<file path="src/hdl/cmft_pkg.sv">
`timescale 1ns / 1ps
package cmft_pkg;

  localparam int NUM_CALLS      = 512;
  localparam int SLOTS_PER_CALL = 8;
  localparam int ID_BITS        = 22;

  localparam int CALL_AW = (NUM_CALLS > 1) ? $clog2(NUM_CALLS) : 1;
  localparam int SLOT_AW = (SLOTS_PER_CALL > 1) ? $clog2(SLOTS_PER_CALL) : 1;
  localparam int SIZE_W  = $clog2(SLOTS_PER_CALL + 1);
  localparam int SLOT_DEPTH = NUM_CALLS * (1 << SLOT_AW);

  typedef enum logic [2:0] {
    OP_INTERCEPT = 3'd0,
    OP_RELEASE   = 3'd1,
    OP_START     = 3'd2,
    OP_STOP      = 3'd3,
    OP_EXIT      = 3'd4,
    OP_EVENT     = 3'd5
  } op_t;

  localparam logic [2:0] ST_OK       = 3'd0;
  localparam logic [2:0] ST_INVALID  = 3'd1;
  localparam logic [2:0] ST_PERM     = 3'd2;
  localparam logic [2:0] ST_BUSY     = 3'd3;
  localparam logic [2:0] ST_NOROOM   = 3'd4;
  localparam logic [2:0] ST_NOTFOUND = 3'd5;

  localparam logic [1:0] MODE_OFF  = 2'd0;
  localparam logic [1:0] MODE_LIST = 2'd1;
  localparam logic [1:0] MODE_ALL  = 2'd2;

  localparam logic CFG_RES_A = 1'b0;
  localparam logic CFG_RES_B = 1'b1;

  typedef struct packed {
    logic              intc;
    logic [1:0]        mode;
    logic [SIZE_W-1:0] size;
  } meta_t;

  typedef struct packed {
    logic clr_wr;
    logic accept;
    logic meta_rd;
    logic meta_ld;
    logic scan_rd;
    logic scan_cmp;
    logic decide;
    logic last_rd;
    logic last_wr;
    logic next_call;
    logic finish;
  } cmd_t;

  typedef struct packed {
    logic clr_done;
    logic need_scan;
    logic match;
    logic scan_last;
    logic need_remove;
    logic last_call;
    logic is_exit;
    logic out_busy;
  } stat_t;

endpackage

</file>
<file path="src/hdl/cmft_ctrl.sv">
`timescale 1ns / 1ps
module cmft_ctrl (
  input  logic           clk,
  input  logic           rst,
  input  logic           s_tvalid,
  output logic           s_tready,
  input  cmft_pkg::stat_t st,
  output cmft_pkg::cmd_t  cmd
);
  import cmft_pkg::*;

  typedef enum logic [10:0] {
    S_CLEAR    = 11'b00000000001,
    S_IDLE     = 11'b00000000010,
    S_META_RD  = 11'b00000000100,
    S_META_LD  = 11'b00000001000,
    S_SCAN_RD  = 11'b00000010000,
    S_SCAN_CMP = 11'b00000100000,
    S_DECIDE   = 11'b00001000000,
    S_LAST_RD  = 11'b00010000000,
    S_LAST_WR  = 11'b00100000000,
    S_NEXT     = 11'b01000000000,
    S_FINISH   = 11'b10000000000
  } state_t;

  state_t state, state_next;

  always_ff @(posedge clk) begin
    if (rst) state <= S_CLEAR;
    else     state <= state_next;
  end

  assign s_tready = (state == S_IDLE);

  always_comb begin
    state_next = state;
    cmd = '0;
    unique case (state)
      S_CLEAR: begin
        cmd.clr_wr = 1'b1;
        if (st.clr_done) state_next = S_IDLE;
      end
      S_IDLE: begin
        if (s_tvalid) begin
          cmd.accept = 1'b1;
          state_next = S_META_RD;
        end
      end
      S_META_RD: begin
        cmd.meta_rd = 1'b1;
        state_next = S_META_LD;
      end
      S_META_LD: begin
        cmd.meta_ld = 1'b1;
        state_next = st.need_scan ? S_SCAN_RD : S_DECIDE;
      end
      S_SCAN_RD: begin
        cmd.scan_rd = 1'b1;
        state_next = S_SCAN_CMP;
      end
      S_SCAN_CMP: begin
        cmd.scan_cmp = 1'b1;
        state_next = (st.match || st.scan_last) ? S_DECIDE : S_SCAN_RD;
      end
      S_DECIDE: begin
        cmd.decide = 1'b1;
        if (st.need_remove) state_next = S_LAST_RD;
        else                state_next = st.is_exit ? S_NEXT : S_FINISH;
      end
      S_LAST_RD: begin
        cmd.last_rd = 1'b1;
        state_next = S_LAST_WR;
      end
      S_LAST_WR: begin
        cmd.last_wr = 1'b1;
        state_next = st.is_exit ? S_NEXT : S_FINISH;
      end
      S_NEXT: begin
        if (st.last_call) begin
          state_next = S_FINISH;
        end else begin
          cmd.next_call = 1'b1;
          state_next = S_META_RD;
        end
      end
      S_FINISH: begin
        if (!st.out_busy) begin
          cmd.finish = 1'b1;
          state_next = S_IDLE;
        end
      end
      default: state_next = S_CLEAR;
    endcase
  end

endmodule

</file>
<file path="config.mk">
export PLATFORM = sky130hd
export DESIGN_NAME = cmft_ctrl
export DESIGN_NICKNAME = d
export VERILOG_FILES = /design/src/hdl/cmft_pkg.sv /design/src/hdl/cmft_ctrl.sv
export SDC_FILE = /design/constraint.sdc
export NUM_CORES = 1
export LEC_CHECK = 0
export BUFFER_PORTS_ARGS = -buffer_cell sky130_fd_sc_hd__clkbuf_2
export CAP_MARGIN = 5
export CORE_MARGIN = 2
export CORE_UTILIZATION = 50
export DETAILED_ROUTE_END_ITERATION = 10
export HOLD_SLACK_MARGIN = 0.03
export PLACE_DENSITY = 0.78
export SLEW_MARGIN = 5
export SYNTH_ARGS = -nofsm -noshare
export SYNTH_HDL_FRONTEND = slang
export SYNTH_SLANG_ARGS = --single-unit
</file>
<file path="constraint.sdc">
create_clock -name clk -period 4.8 [get_ports clk]
set_clock_uncertainty 0.1 [all_clocks]
set_input_delay 0.48 -clock clk [delete_from_list [all_inputs] [get_ports clk]]
set_output_delay 0.48 -clock clk [all_outputs]
set_load 0.01 [all_outputs]
</file>
Word-level counts from Yosys, hierarchy flattened
Index checks and enable logic that the tools add are counted.
{"block": "totals", "reg_bits": 11, "in_bits": 11, "out_inout_bits": 12, "word_cells": 40}
{"block": "op_classes", "n_eq_ne": 14, "mux": 23, "n_reduce_logical": 2}
{"cell": "$pmux 11 s11", "n": 1}
{"cell": "$mux 11", "n": 6}
{"cell": "$mux 1", "n": 14}
{"cell": "$mux 7", "n": 2}
{"cell": "$eq 11x1->1 const B", "n": 1}
{"cell": "$eq 11x10->1 const B", "n": 1}
{"cell": "$eq 11x11->1 const B", "n": 1}
{"cell": "$eq 11x2->1 const B", "n": 1}
{"cell": "$eq 11x3->1 const B", "n": 1}
{"cell": "$eq 11x4->1 const B", "n": 1}
{"cell": "$eq 11x5->1 const B", "n": 1}
{"cell": "$eq 11x6->1 const B", "n": 1}
{"cell": "$eq 11x7->1 const B", "n": 1}
{"cell": "$eq 11x8->1 const B", "n": 1}
{"cell": "$eq 11x9->1 const B", "n": 1}
{"cell": "$ne 2x2->1 const B", "n": 3}
{"cell": "$reduce_and 3->1", "n": 1}
{"cell": "$logic_or 1x1->1", "n": 1}

Longest topological paths before layout
{"block": "depth", "ltp_word": 3, "mapped_depth": 6}

Worst setup path before layout
OpenSTA, ideal clock, no wires.
{"block": "synth_path", "path_type": "register -> output", "startpoint": "register state[2]", "endpoint": "output port cmd[6] (netlist bit)", "arrival_ns": 1.314, "setup_slack_ns": 2.906, "stages_incl_launch_ff": 5, "n_path_buf": 1, "cell_sequence": "dfxtp_1 > buf_2 > nor4_4 > nand4_2 > nor3b_1"}
{"item": "start: declaration", "line": "cmft_ctrl.sv:26", "rtl": "state_t state, state_next;"}
{"item": "start signal: assignment", "line": "cmft_ctrl.sv:30", "rtl": "else state <= state_next;"}
{"item": "end: declaration", "line": "cmft_ctrl.sv:8", "rtl": "output cmft_pkg::cmd_t cmd"}

==> impl_metrics.tcl <==
set metrics [dict create \
    ys_ff_latch 11 \
    die_y_um 44.2 \
    post_cts_buffers 0 \
    synth_edf_count 0 \
    synthesis.area_um2 807 \
    cts_root_buffer "clkbuf_4" \
    cts.path.max_buffers 2 \
    initial_core_util_pct 53.6 \
    synth.most_common_cell "nor2_1" \
    cp-startpoint "state[0]" \
    outcome "finished clean" \
    largest_reg_flops 11 \
    yosysUniqueCellTypes 44 \
    setup_viol 0 \
    rsz0062_at_grt "no" \
    synth_nets 111 \
    async_flop_share_pct 0 \
    setup_tns_ns 0 \
    n_antenna_cell 0 \
    finalHoldViolCount 0 \
    ys_top_cells_by_count "nor2_1, dfxtp_1, nand2_1" \
    cts_hold_buf 0 \
    maxSlewHeadroom_pct 68.9 \
    hp-class "primary input to flip-flop" \
    grt_first_pass_wirelength_um 3200 \
    p_per_area_nw_per_um2 220 \
    firstDrtPassIters 4 \
    grt_overflow 0 \
    cpMaxStageDelayCell "nor4_4" \
    drc 0 \
    finalWeightedCongestion 0.856 \
    worstMarginPinSlew_ns 0.463 \
    cp.depth 4 \
    timing.rr.start "state[0]" \
    reg_top3 "state x11" \
    cp-start-kind "flip-flop" \
    area_growth_pct 15.8 \
    portBuffers 22 \
    ant_nets 0 \
    top_register "state" \
    worstReg2RegEnd "state[10]" \
    yosysTopAreaCellShare_pct 27.3 \
    rrSetupSlack_ns 2.93 \
    period_share_pct 50.2 \
    clock_latency_ns 0.28 \
    synthTopCellsByArea "dfxtp_1, nor2_1, nor4_4, nand2_1, nor3_1" \
    cp-end-kind "primary output" \
    ir_drop_uv 126 \
    post_cts_resized 0 \
    grt_pass1_vias 736 \
    fmax_mhz 415 \
    rr_worst_depth 5 \
    htreeDepth 1 \
    grtUsageTotal_pct 22.5 \
    clk_pin_slew_worst_paths_ns 0.07 \
    grt_max_degree 11 \
    max_stage_delay_ns 0.51 \
    antenna_found_initial 0 \
    clkSinkCount 11 \
    critPathBufInv 1 \
    vias 826 \
    cts-buffers-inserted 3 \
    fin_nets 132 \
    core_um2 1510 \
    synth_cells 100 \
    final_max_slew_viol_count 0 \
    yosysSeqAreaShare_pct 27.3 \
    crit_path_end "cmd[1]" \
    maxCapViolCount 0 \
    cp.required_ns 4.22 \
    crit_chain "nor4_4, nand2_1, nor4_2, clkbuf_2" \
    pin_count 23 \
    avgRoutedWirePerCell_um 13.9 \
    crit_type "flip-flop to primary output" \
    final_cells 136 \
    die_w_um 44.2 \
    min_period_ns 2.41 \
    path_delay_family "simple AND/OR/NAND/NOR gates" \
    ys_dominant_reg_cell "dfxtp_1" \
    leakage_nw 0.403 \
    drive_gt1_share_pct 32.5 \
    synth_warnings 0 \
    first_iter_violations 13 \
    rows 14 \
    die-area_um2 1950 \
    crit_fanout 8 \
    yosys.area.top_type "dfxtp_1" \
    via_per_inst 6.07 \
    worstPathArrival_ns 1.83 \
    post-place-cells 132 \
    syn_area_per_cell_um2 8.07 \
    fillers 144 \
    drt-total-wl_um 1890 \
    cts_tree "yes" \
    hpwl_um 1450 \
]
cells in the final DEF (no fill, tap or decap), types with 2 or more instances in the layout:
cell type	count
clkbuf_2	22
nor2_1	15
dfxtp_1	11
nand2_1	10
inv_1	5
nor3_1	5
o21ai_0	3
a21oi_1	3
clkbuf_4	3
nor4_4	2
nand4_1	2
nor3b_2	2
nor3b_1	2
o41ai_1	2
nor4b_1	2
xor2_1	2
and3_1	2
worst min path at each step:
stage	from	end	slack (ns)	cells past startpoint
after global routing	st[3]	state[7]	0.37	2
final	st[1]	state[9]	0.36	2
after floorplan	state[6]	state[8]	0.44	1
after global placement	state[6]	state[8]	0.46	1
after detailed placement	state[6]	state[8]	0.47	1
after CTS	st[1]	state[9]	0.36	2
area by class of cell:
class                      count  area [um^2]  area share [%]
multi-input combinational     77          536            57.3
sequential                    11          220            23.6
timing repair buffer          22          110            11.8
inverter                       6         22.5            2.41
clock buffer                   4         26.3            2.81
tap                           16         20.0            2.14
routing by layer:
layer  track usage (%)  wire length, um  vias to the layer above
li1                  -                -                      414
met1              28.4              872                      379
met2              36.2              882                       28
met3              4.90               89                        5
met4              10.9               42                        0
met5                 0                0                        -
power by group:
group	internal [W]	switching, W	total (W)
clock	0.0000322	0.0000333	0.0000656
combinational	0.0000196	0.0000219	0.0000415
sequential	0.0000935	0.00000494	0.0000984
total	0.000145	0.0000601	0.000205
cell families after synthesis:
kind of cell	synth area share [%]
simple gates	46.8
compound gates	16.1
mux	1.24
buf+inv	6.36
flops	27.3
xor+xnor	2.17
stage by stage:
step | worst slack (ns) | hold slack (ns) | utilization (%) | total power (W) | cell area [um^2]
2_1_floorplan | 2.91 | 0.437 | - | 0.000129 | 807
3_3_place_gp | 2.74 | 0.465 | 60.3 | 0.000141 | 908
3_5_place_dp | 2.72 | 0.468 | 60.3 | 0.000142 | 908
4_1_cts | 2.40 | 0.356 | 62.0 | 0.000207 | 935
5_1_grt | 2.26 | 0.368 | 62.0 | 0.000216 | 935
6_report | 2.39 | 0.364 | 62.0 | 0.000205 | 935
No activity file was read; power rests on OpenSTA's default activity.
